===== src/sv/crp_pkg.sv =====
// package for the control-flow graph reverse-postorder renumbering block
// shared widths, command/status structs and the controller state encoding
// no dependencies
package crp_pkg;

    localparam int MaxBlocks = 64;
    localparam int IdxW      = $clog2(MaxBlocks);
    localparam int CntW      = IdxW + 1;
    localparam int SuccW     = 7;
    localparam int StkW      = IdxW + 2;

    localparam logic [SuccW-1:0] SuccNone = {SuccW{1'b1}};

    // stack entry phases
    localparam logic [1:0] PhSecond = 2'd0;
    localparam logic [1:0] PhFirst  = 2'd1;
    localparam logic [1:0] PhDone   = 2'd2;

    typedef enum logic [9:0] {
        ST_LOAD   = 10'b0000000001,
        ST_CLEAR  = 10'b0000000010,
        ST_WROOT  = 10'b0000000100,
        ST_WTOP   = 10'b0000001000,
        ST_WSTEP  = 10'b0000010000,
        ST_EINV   = 10'b0000100000,
        ST_ESUCC  = 10'b0001000000,
        ST_ERD    = 10'b0010000000,
        ST_EOUT   = 10'b0100000000,
        ST_ERST   = 10'b1000000000
    } state_t;

    // controller to datapath commands
    typedef struct packed {
        logic load;        // store the incoming successor pair
        logic clear_vis;   // clear visited bits
        logic push_root;   // start walk at block 0
        logic read_top;    // fetch successor pair of stack top
        logic step;        // one walk step on the fetched pair
        logic emit_adv;    // load output slot and advance emit position
        logic reset_graph; // clear graph state after emission
    } crp_cmd_t;

    // datapath to controller status
    typedef struct packed {
        logic stack_empty;
        logic emit_last;
        logic full;
    } crp_stat_t;

    // usable successor: nonnegative and below loaded count
    function automatic logic succ_ok(input logic [SuccW-1:0] raw,
                                     input logic [CntW-1:0] cnt);
        succ_ok = !raw[SuccW-1] && ({1'b0, raw[IdxW-1:0]} < cnt);
    endfunction

endpackage


===== src/sv/crp_ram.sv =====
// generic single-port-write, one-read memory with registered read data
// no dependencies
module crp_ram #(
    parameter int Width = 8,
    parameter int Depth = 64
) (
    input  logic                     aclk,
    input  logic                     we,
    input  logic [$clog2(Depth)-1:0] waddr,
    input  logic [Width-1:0]         wdata,
    input  logic [$clog2(Depth)-1:0] raddr,
    output logic [Width-1:0]         rdata
);
    logic [Width-1:0] mem [Depth];

    // write and registered read
    always_ff @(posedge aclk) begin
        if (we) begin
            mem[waddr] <= wdata;
        end
        rdata <= mem[raddr];
    end
endmodule


===== src/sv/crp_ctrl.sv =====
// controller state machine for the reverse-postorder block
// depends on crp_pkg
module crp_ctrl (
    input  logic               aclk,
    input  logic               aresetn,
    input  logic               s_tvalid,
    input  logic               s_tlast,
    output logic               s_tready,
    output logic               m_tvalid,
    input  logic               m_tready,
    output logic               m_tlast,
    output crp_pkg::crp_cmd_t  cmd,
    input  crp_pkg::crp_stat_t stat
);
    import crp_pkg::*;

    state_t state_reg, state_next;
    logic   ovld_reg, ovld_next;
    logic   olast_reg, olast_next;

    assign s_tready = (state_reg == ST_LOAD);
    assign m_tvalid = ovld_reg;
    assign m_tlast  = olast_reg;

    // next state and commands
    always_comb begin
        state_next = state_reg;
        ovld_next  = ovld_reg;
        olast_next = olast_reg;
        cmd        = '0;
        if (ovld_reg && m_tready) begin
            ovld_next = 1'b0;
        end
        unique case (state_reg)
            ST_LOAD: begin
                if (s_tvalid) begin
                    cmd.load = !stat.full;
                    if (s_tlast) begin
                        state_next = ST_CLEAR;
                    end
                end
            end
            ST_CLEAR: begin
                cmd.clear_vis = 1'b1;
                state_next    = ST_WROOT;
            end
            ST_WROOT: begin
                cmd.push_root = 1'b1;
                state_next    = ST_WTOP;
            end
            ST_WTOP: begin
                if (stat.stack_empty) begin
                    state_next = ST_EINV;
                end else begin
                    cmd.read_top = 1'b1;
                    state_next   = ST_WSTEP;
                end
            end
            ST_WSTEP: begin
                cmd.step   = 1'b1;
                state_next = ST_WTOP;
            end
            // wait for inverse map, then successor table reads
            ST_EINV: begin
                state_next = ST_ESUCC;
            end
            ST_ESUCC: begin
                state_next = ST_ERD;
            end
            ST_ERD: begin
                if (!ovld_next) begin
                    state_next = ST_EOUT;
                end
            end
            ST_EOUT: begin
                ovld_next  = 1'b1;
                olast_next = stat.emit_last;
                cmd.emit_adv = 1'b1;
                state_next = stat.emit_last ? ST_ERST : ST_EINV;
            end
            ST_ERST: begin
                cmd.reset_graph = 1'b1;
                state_next      = ST_LOAD;
            end
            default: state_next = ST_LOAD;
        endcase
    end

    always_ff @(posedge aclk) begin
        if (!aresetn) begin
            state_reg <= ST_LOAD;
            ovld_reg  <= 1'b0;
            olast_reg <= 1'b0;
        end else begin
            state_reg <= state_next;
            ovld_reg  <= ovld_next;
            olast_reg <= olast_next;
        end
    end

`ifndef ASSERT_OFF
    // input only taken while loading
    a_load_only: assert property (@(posedge aclk) disable iff (!aresetn)
        s_tready |-> state_reg == ST_LOAD) else $error("ready outside load");
    // output held while stalled
    a_hold: assert property (@(posedge aclk) disable iff (!aresetn)
        m_tvalid && !m_tready |=> m_tvalid) else $error("result dropped");
    // emission step only when output slot is free
    a_no_overwrite: assert property (@(posedge aclk) disable iff (!aresetn)
        state_reg == ST_EOUT |-> !ovld_reg) else $error("result overwritten");
`endif
endmodule


===== src/sv/crp_dpath.sv =====
// datapath: successor table, visited flags, walk stack, order numbers and inverse map
// depends on crp_pkg and crp_ram
module crp_dpath (
    input  logic                      aclk,
    input  logic                      aresetn,
    input  logic [crp_pkg::SuccW-1:0] succ_first,
    input  logic [crp_pkg::SuccW-1:0] succ_second,
    input  crp_pkg::crp_cmd_t         cmd,
    output crp_pkg::crp_stat_t        stat,
    output logic [crp_pkg::IdxW-1:0]  old_index,
    output logic [crp_pkg::SuccW-1:0] new_succ_first,
    output logic [crp_pkg::SuccW-1:0] new_succ_second,
    output logic [crp_pkg::CntW-1:0]  reachable_count
);
    import crp_pkg::*;

    logic [CntW-1:0]      loaded_reg, loaded_next;
    logic [CntW-1:0]      num_reg, num_next;
    logic [CntW-1:0]      depth_reg, depth_next;
    logic [CntW-1:0]      pos_reg, pos_next;
    logic [MaxBlocks-1:0] vis_reg, vis_next;
    logic [StkW-1:0]      top_reg, top_next;
    logic [IdxW-1:0]      oidx_reg;
    logic [SuccW-1:0]     nf_reg, ns_reg;
    logic [CntW-1:0]      rc_reg;

    logic [2*SuccW-1:0] rd_data;
    logic [IdxW-1:0]    rd_addr;
    logic [1:0]         top_ph;
    logic [IdxW-1:0]    top_blk;
    logic [CntW-1:0]    reach;
    logic [SuccW-1:0]   push_raw;
    logic               push_ok;
    logic               pop;
    logic [IdxW-1:0]    num_m1;
    logic               stk_we;
    logic [IdxW-1:0]    stk_waddr;
    logic [IdxW-1:0]    stk_raddr;
    logic [StkW-1:0]    stk_rdata;
    logic [IdxW-1:0]    ord_first;
    logic [IdxW-1:0]    ord_second;
    logic [IdxW-1:0]    inv_raddr;
    logic [IdxW-1:0]    inv_rdata;

    // stack top lives in a register, entries below it in memory
    assign top_ph    = top_reg[IdxW+1:IdxW];
    assign top_blk   = top_reg[IdxW-1:0];
    assign reach     = loaded_reg - num_reg;
    assign pop       = cmd.step && (top_ph == PhDone);
    assign num_m1    = IdxW'(num_reg - 1'b1);
    assign inv_raddr = IdxW'(num_reg + pos_reg);
    assign rd_addr   = cmd.read_top ? top_blk : inv_rdata;
    assign stk_we    = cmd.step && (top_ph != PhDone) && push_ok;
    assign stk_waddr = depth_reg[IdxW-1:0] - 1'b1;
    assign stk_raddr = depth_reg[IdxW-1:0] - 2'd2;

    // successor table, second successor in the upper half
    crp_ram #(.Width(2*SuccW), .Depth(MaxBlocks)) u_succ (
        .aclk  (aclk),
        .we    (cmd.load),
        .waddr (loaded_reg[IdxW-1:0]),
        .wdata ({succ_second, succ_first}),
        .raddr (rd_addr),
        .rdata (rd_data)
    );

    // walk stack below the top entry, read port parked on the entry under the top
    crp_ram #(.Width(StkW), .Depth(MaxBlocks)) u_stack (
        .aclk  (aclk),
        .we    (stk_we),
        .waddr (stk_waddr),
        .wdata ({top_ph + 2'd1, top_blk}),
        .raddr (stk_raddr),
        .rdata (stk_rdata)
    );

    // order numbers, one copy per successor field
    crp_ram #(.Width(IdxW), .Depth(MaxBlocks)) u_ord_first (
        .aclk  (aclk),
        .we    (pop),
        .waddr (top_blk),
        .wdata (num_m1),
        .raddr (rd_data[IdxW-1:0]),
        .rdata (ord_first)
    );

    crp_ram #(.Width(IdxW), .Depth(MaxBlocks)) u_ord_second (
        .aclk  (aclk),
        .we    (pop),
        .waddr (top_blk),
        .wdata (num_m1),
        .raddr (rd_data[SuccW+IdxW-1:SuccW]),
        .rdata (ord_second)
    );

    // inverse map indexed by absolute order number
    crp_ram #(.Width(IdxW), .Depth(MaxBlocks)) u_inv (
        .aclk  (aclk),
        .we    (pop),
        .waddr (num_m1),
        .wdata (top_blk),
        .raddr (inv_raddr),
        .rdata (inv_rdata)
    );

    assign push_raw = (top_ph == PhSecond) ? rd_data[2*SuccW-1:SuccW]
                                           : rd_data[SuccW-1:0];
    assign push_ok  = succ_ok(push_raw, loaded_reg) && !vis_reg[push_raw[IdxW-1:0]]
                      && (depth_reg < CntW'(MaxBlocks));

    assign stat.stack_empty = (depth_reg == '0);
    assign stat.emit_last   = (pos_reg + 1'b1 == reach);
    assign stat.full        = (loaded_reg == CntW'(MaxBlocks));

    // renumber one successor through the order numbers
    function automatic logic [SuccW-1:0] renum(input logic [SuccW-1:0] raw,
                                               input logic [CntW-1:0] cnt,
                                               input logic [MaxBlocks-1:0] vis,
                                               input logic [IdxW-1:0] ordv,
                                               input logic [CntW-1:0] base);
        if (succ_ok(raw, cnt) && vis[raw[IdxW-1:0]]) begin
            renum = SuccW'({1'b0, ordv} - base);
        end else begin
            renum = SuccNone;
        end
    endfunction

    // control counters, flags and stack top
    always_comb begin
        loaded_next = loaded_reg;
        num_next    = num_reg;
        depth_next  = depth_reg;
        vis_next    = vis_reg;
        pos_next    = pos_reg;
        top_next    = top_reg;
        if (cmd.load) begin
            loaded_next = loaded_reg + 1'b1;
        end
        if (cmd.clear_vis) begin
            vis_next = '0;
        end
        if (cmd.push_root) begin
            vis_next[0] = 1'b1;
            depth_next  = CntW'(1);
            num_next    = loaded_reg;
            top_next    = {PhSecond, {IdxW{1'b0}}};
        end
        if (cmd.step) begin
            if (top_ph == PhDone) begin
                depth_next = depth_reg - 1'b1;
                num_next   = num_reg - 1'b1;
                top_next   = stk_rdata;
            end else if (push_ok) begin
                vis_next[push_raw[IdxW-1:0]] = 1'b1;
                depth_next = depth_reg + 1'b1;
                top_next   = {PhSecond, push_raw[IdxW-1:0]};
            end else begin
                top_next = {top_ph + 2'd1, top_blk};
            end
        end
        if (cmd.emit_adv) begin
            pos_next = pos_reg + 1'b1;
        end
        if (cmd.reset_graph) begin
            loaded_next = '0;
            num_next    = '0;
            depth_next  = '0;
            vis_next    = '0;
            pos_next    = '0;
        end
    end

    always_ff @(posedge aclk) begin
        if (!aresetn) begin
            loaded_reg <= '0;
            num_reg    <= '0;
            depth_reg  <= '0;
            vis_reg    <= '0;
            pos_reg    <= '0;
            top_reg    <= '0;
        end else begin
            loaded_reg <= loaded_next;
            num_reg    <= num_next;
            depth_reg  <= depth_next;
            vis_reg    <= vis_next;
            pos_reg    <= pos_next;
            top_reg    <= top_next;
        end
    end

    // output payload, taken when the slot is loaded
    always_ff @(posedge aclk) begin
        if (cmd.emit_adv) begin
            oidx_reg <= inv_rdata;
            nf_reg   <= renum(rd_data[SuccW-1:0], loaded_reg, vis_reg,
                              ord_first, num_reg);
            ns_reg   <= renum(rd_data[2*SuccW-1:SuccW], loaded_reg, vis_reg,
                              ord_second, num_reg);
            rc_reg   <= reach;
        end
    end

    assign old_index       = oidx_reg;
    assign new_succ_first  = nf_reg;
    assign new_succ_second = ns_reg;
    assign reachable_count = rc_reg;

`ifndef ASSERT_OFF
    // stack never overflows
    a_depth: assert property (@(posedge aclk) disable iff (!aresetn)
        depth_reg <= CntW'(MaxBlocks)) else $error("stack overflow");
    // numbering never passes below zero
    a_num: assert property (@(posedge aclk) disable iff (!aresetn)
        num_reg <= loaded_reg) else $error("numbering underflow");
    // a pop always frees one entry
    a_pop: assert property (@(posedge aclk) disable iff (!aresetn)
        pop |=> depth_reg == $past(depth_reg) - 1'b1)
        else $error("bad pop");
`endif
endmodule


===== src/sv/cfg_reverse_postorder.sv =====
// top level of the control-flow graph reverse-postorder renumbering block
// depends on crp_pkg, crp_ctrl, crp_dpath
//
// channel   dir  tdata (low bit up)                                  tlast
// s_        in   succ_first[6:0] succ_second[13:7] pad               is_last
// m_        out  old_index[5:0] new_succ_first[12:6]
//                new_succ_second[19:13] reachable_count[26:20] pad   last_out
//
// loading stores each offered block, up to the table depth, in the successor table; on the
// last block the visited flags are cleared and the root pushed, then the walk fetches and
// steps the stack top (three steps per reachable block); emission passes each result through
// the chain of registered reads (inverse map, successor table, order numbers). reset is
// synchronous, active low; output stalls hold emission, input is refused until done.
module cfg_reverse_postorder (
    input  logic        aclk,
    input  logic        aresetn,
    input  logic        s_tvalid,
    output logic        s_tready,
    input  logic [15:0] s_tdata,   // succ_first, succ_second
    input  logic        s_tlast,   // is_last
    output logic        m_tvalid,
    input  logic        m_tready,
    output logic [31:0] m_tdata,   // old_index, new_succ_first, new_succ_second, reachable_count
    output logic        m_tlast    // last_out
);
    import crp_pkg::*;

    crp_cmd_t         cmd;
    crp_stat_t        stat;
    logic [IdxW-1:0]  old_index;
    logic [SuccW-1:0] nsf, nss;
    logic [CntW-1:0]  rcount;

    crp_ctrl u_ctrl (
        .aclk     (aclk),
        .aresetn  (aresetn),
        .s_tvalid (s_tvalid),
        .s_tlast  (s_tlast),
        .s_tready (s_tready),
        .m_tvalid (m_tvalid),
        .m_tready (m_tready),
        .m_tlast  (m_tlast),
        .cmd      (cmd),
        .stat     (stat)
    );

    crp_dpath u_dpath (
        .aclk            (aclk),
        .aresetn         (aresetn),
        .succ_first      (s_tdata[6:0]),
        .succ_second     (s_tdata[13:7]),
        .cmd             (cmd),
        .stat            (stat),
        .old_index       (old_index),
        .new_succ_first  (nsf),
        .new_succ_second (nss),
        .reachable_count (rcount)
    );

    // pack result fields
    assign m_tdata = {5'd0, rcount, nss, nsf, old_index};
endmodule


===== config.mk =====
export PLATFORM = sky130hd
export DESIGN_NAME = cfg_reverse_postorder
export DESIGN_NICKNAME = d
export VERILOG_FILES = /design/src/sv/crp_pkg.sv /design/src/sv/crp_ram.sv /design/src/sv/crp_ctrl.sv /design/src/sv/crp_dpath.sv /design/src/sv/cfg_reverse_postorder.sv
export SDC_FILE = /design/constraint.sdc
export NUM_CORES = 2
export LEC_CHECK = 0
export ABC_CLOCK_PERIOD_IN_PS = 9750
export BUFFER_PORTS_ARGS = -buffer_cell sky130_fd_sc_hd__buf_2
export CAP_MARGIN = 20
export CORE_MARGIN = 1
export CORE_UTILIZATION = 50
export DETAILED_ROUTE_END_ITERATION = 7
export GPL_ROUTABILITY_DRIVEN = 0
export PLACE_DENSITY = 0.65
export SLEW_MARGIN = 20
export SYNTH_ARGS = -nofsm -noshare
export SYNTH_HDL_FRONTEND = slang
export SYNTH_HIERARCHICAL = 1
export SYNTH_SLANG_ARGS = --single-unit
export TNS_END_PERCENT = 20

===== constraint.sdc =====
create_clock -name aclk -period 9.75 [get_ports aclk]
set_input_delay 1.95 -clock aclk [delete_from_list [all_inputs] [get_ports aclk]]
set_output_delay 1.95 -clock aclk [all_outputs]
set_load 0.02 [all_outputs]

==> impl_metrics.tcl <==
set metrics [dict create \
    top_regs "u_dpath/u_succ/mem x896, u_dpath/u_stack/mem x512" \
    fin_tns_setup_ps 0 \
    arrival_ps 7020 \
    critPathBufInv 4 \
    path_cells "inv_2, buf_4, ha_2, mux2i_1, inv_1, ha_1, a21o_1, a21oi_1, nor2_1, a2111oi_0, o2111ai_2, nor4_4, buf_4, nor2b_1, nand3_1, nor2_1" \
    io-pin-count 56 \
    crit_slowest_cell "nor2_1" \
    yosysMostFrequentCell "edfxtp_1" \
    nFillCells 16100 \
    ys_ff_latch 2739 \
    grt_pass1_wl_um 372000 \
    area_growth_pct 11.5 \
    power_density_mw_per_mm2 199 \
    synthDistinctLibCells 92 \
    dpl.hpwl_um 148000 \
    port_buffers 48 \
    clock-sinks 2739 \
    status "finished clean" \
    cts_setup_buffers 0 \
    avgSynthCellArea_um2 19.6 \
    yosys_warnings 6 \
    wire_per_inst_um 28.6 \
    finalSetupViolCount 0 \
    clkLatencyLatePin_ps 920 \
    slowest_delay_ps 880 \
    async_flop_share_pct 0 \
    grt_max_degree 107 \
    drt_iter0_drc 6073 \
    antenna_left 0 \
    cts_hold_buffers 0 \
    critPathRequiredTime_ps 10290 \
    num_rows 171 \
    maxCapViolCount 0 \
    synth_cells 5596 \
    synth_top_cell_by_area "edfxtp_1" \
    tightest_slew_ps 1130 \
    first_pass_iters 7 \
    drive_gt1_share_pct 23.5 \
    finalClockSkew_ps 71.1 \
    slew_viol_final 0 \
    path_clk_slew_ps 60 \
    drc 0 \
    initial_core_util_pct 50.4 \
    fin_crit_sh_pct 66.5 \
    vias 55200 \
    rsz0062_at_grt "false" \
    die_h_um 470 \
    via_per_inst 6.24 \
    seq_area_mm2 0.0808 \
    path_class "register to register" \
    dieArea_mm2 0.221 \
    instances_no_fill 8842 \
    endpoint_kind "register" \
    synth_top_area_share_pct 70.8 \
    regMostFlops "u_dpath/u_succ/mem" \
    grt_use_total_pct 22.7 \
    grt_pass1_vias 55100 \
    max_freq_mhz 154 \
    cts_buffers 295 \
    multi_input_area_mm2 0.0272 \
    timing.final.hold_violations 0 \
    largest_register_ffs 896 \
    startpoint_type "register" \
    final_nets 5844 \
    cp_top_family "simple AND/OR/NAND/NOR gates" \
    synth-main-ff-cell "edfxtp_1" \
    hp-class "register to register" \
    grt_overflow_total 0 \
    coreArea_mm2 0.218 \
    synth-edff-count 2587 \
    htreeDepth 5 \
    antenna_found_initial 3 \
    clock_path_buffers 4 \
    syn_area_mm2 0.110 \
    synthTopCellsByCount "edfxtp_1 (2587), mux4_2 (653), nor2_1 (408)" \
    cts_resized 0 \
    root_buffer "clkbuf_16" \
    slew_headroom_pct 23.9 \
    dp_cells 8325 \
    synth_area_leaders "edfxtp_1 (71%), mux4_2 (13%), dfxtp_1 (2.8%)" \
    p_leak_nw 37.9 \
    fp.dieW_um 470 \
    finalCriticalPeriod_ps 6480 \
    path_max_fanout 67 \
    synth_seq_area_share_pct 73.6 \
    wl_um 252000 \
    cts_tree "built" \
    vdd_drop_max_uv 196 \
    final_util_pct 56.2 \
]
-- report_power, final --
group,internal [W],switching (W)
registers,0.0128,0.0000400
logic,0.000279,0.000434
clock network,0.00641,0.00438
-- worst paths after layout --
check,cells past startpoint,slack (ps),to,from
worst max register to register,16,3270,u_dpath/u_stack/mem[22][4],u_dpath/top_reg[6]
worst min-delay path,2,480,u_dpath/num_reg[4],u_dpath/num_reg[4]
worst min register to register,2,480,u_dpath/num_reg[4],u_dpath/num_reg[4]
worst max-delay path,16,3270,u_dpath/u_stack/mem[22][4],u_dpath/top_reg[6]
-- area by class of cell --
| type | count | area share, % |
|---|---|---|
| clock buffers | 368 | 6.40 |
| well taps | 2854 | 2.92 |
| diodes | 5 | 0.0102 |
| flip-flops and latches | 2739 | 66.1 |
| clock inverters | 143 | 1.16 |
| multi-input cells | 2506 | 22.2 |
| repair buffers | 178 | 1.04 |
| inverters | 49 | 0.159 |
-- stage by stage --
stage	cell area, um2	power, W	setup WS (ps)	hold slack [ps]
after global routing	122000	0.0250	2870	504
after detailed placement	113000	0.0138	3370	470
after CTS	122000	0.0245	3360	482
final	122000	0.0243	3270	483
after floorplan	110000	0.0135	2330	404
after global placement	113000	0.0138	3430	471
-- per-layer routing --
metal,share of wire [%],global-route usage (%),up-vias
met5,0,0,-
met4,2.9,7.02,0
met3,7.0,3.78,448
met2,49,36.4,2116
met1,41,32.1,29200
li1,-,-,23300
-- cell families after synthesis --
kind of cell    after synthesis  synth area share (%)
compound gates              559                  3.52
xor+xnor                     53                 0.423
fa+ha+maj                    54                 0.643
buf+inv                     355                  1.87
flops                      2739                  73.6
mux                         874                  15.8
other cells                   1               0.00342
simple gates                961                  4.16
-- worst register-to-register path: stages, from the launching register on --
cell and delay [ps]:
dfxtp_1 320, inv_2 50, buf_4 550, ha_2 520, mux2i_1 560, inv_1 210, ha_1 340, a21o_1 190
a21oi_1 140, nor2_1 50, a2111oi_0 460, o2111ai_2 340, nor4_4 290, buf_4 300, nor2b_1 290, nand3_1 640
nor2_1 880
-- cell usage in the layout, fill, tap and decap left out, types with 30 or more instances in the layout --
cell type  count
edfxtp_1    2587
mux4_2       653
nor2_1       387
clkbuf_16    298
nand2_1      198
dfxtp_1      139
mux2i_1      136
buf_4        130
o21ai_0      107
o22ai_1       70
nand3_1       69
nor2b_1       68
a21oi_1       62
mux2_2        61
clkbuf_1      60
nand2b_1      53
o221ai_1      53
clkinv_2      50
clkinv_1      48
ha_1          48
a211oi_1      45
buf_2         43
inv_1         42
nor3_1        30
Note: power is estimated with default switching activity, not from simulation.
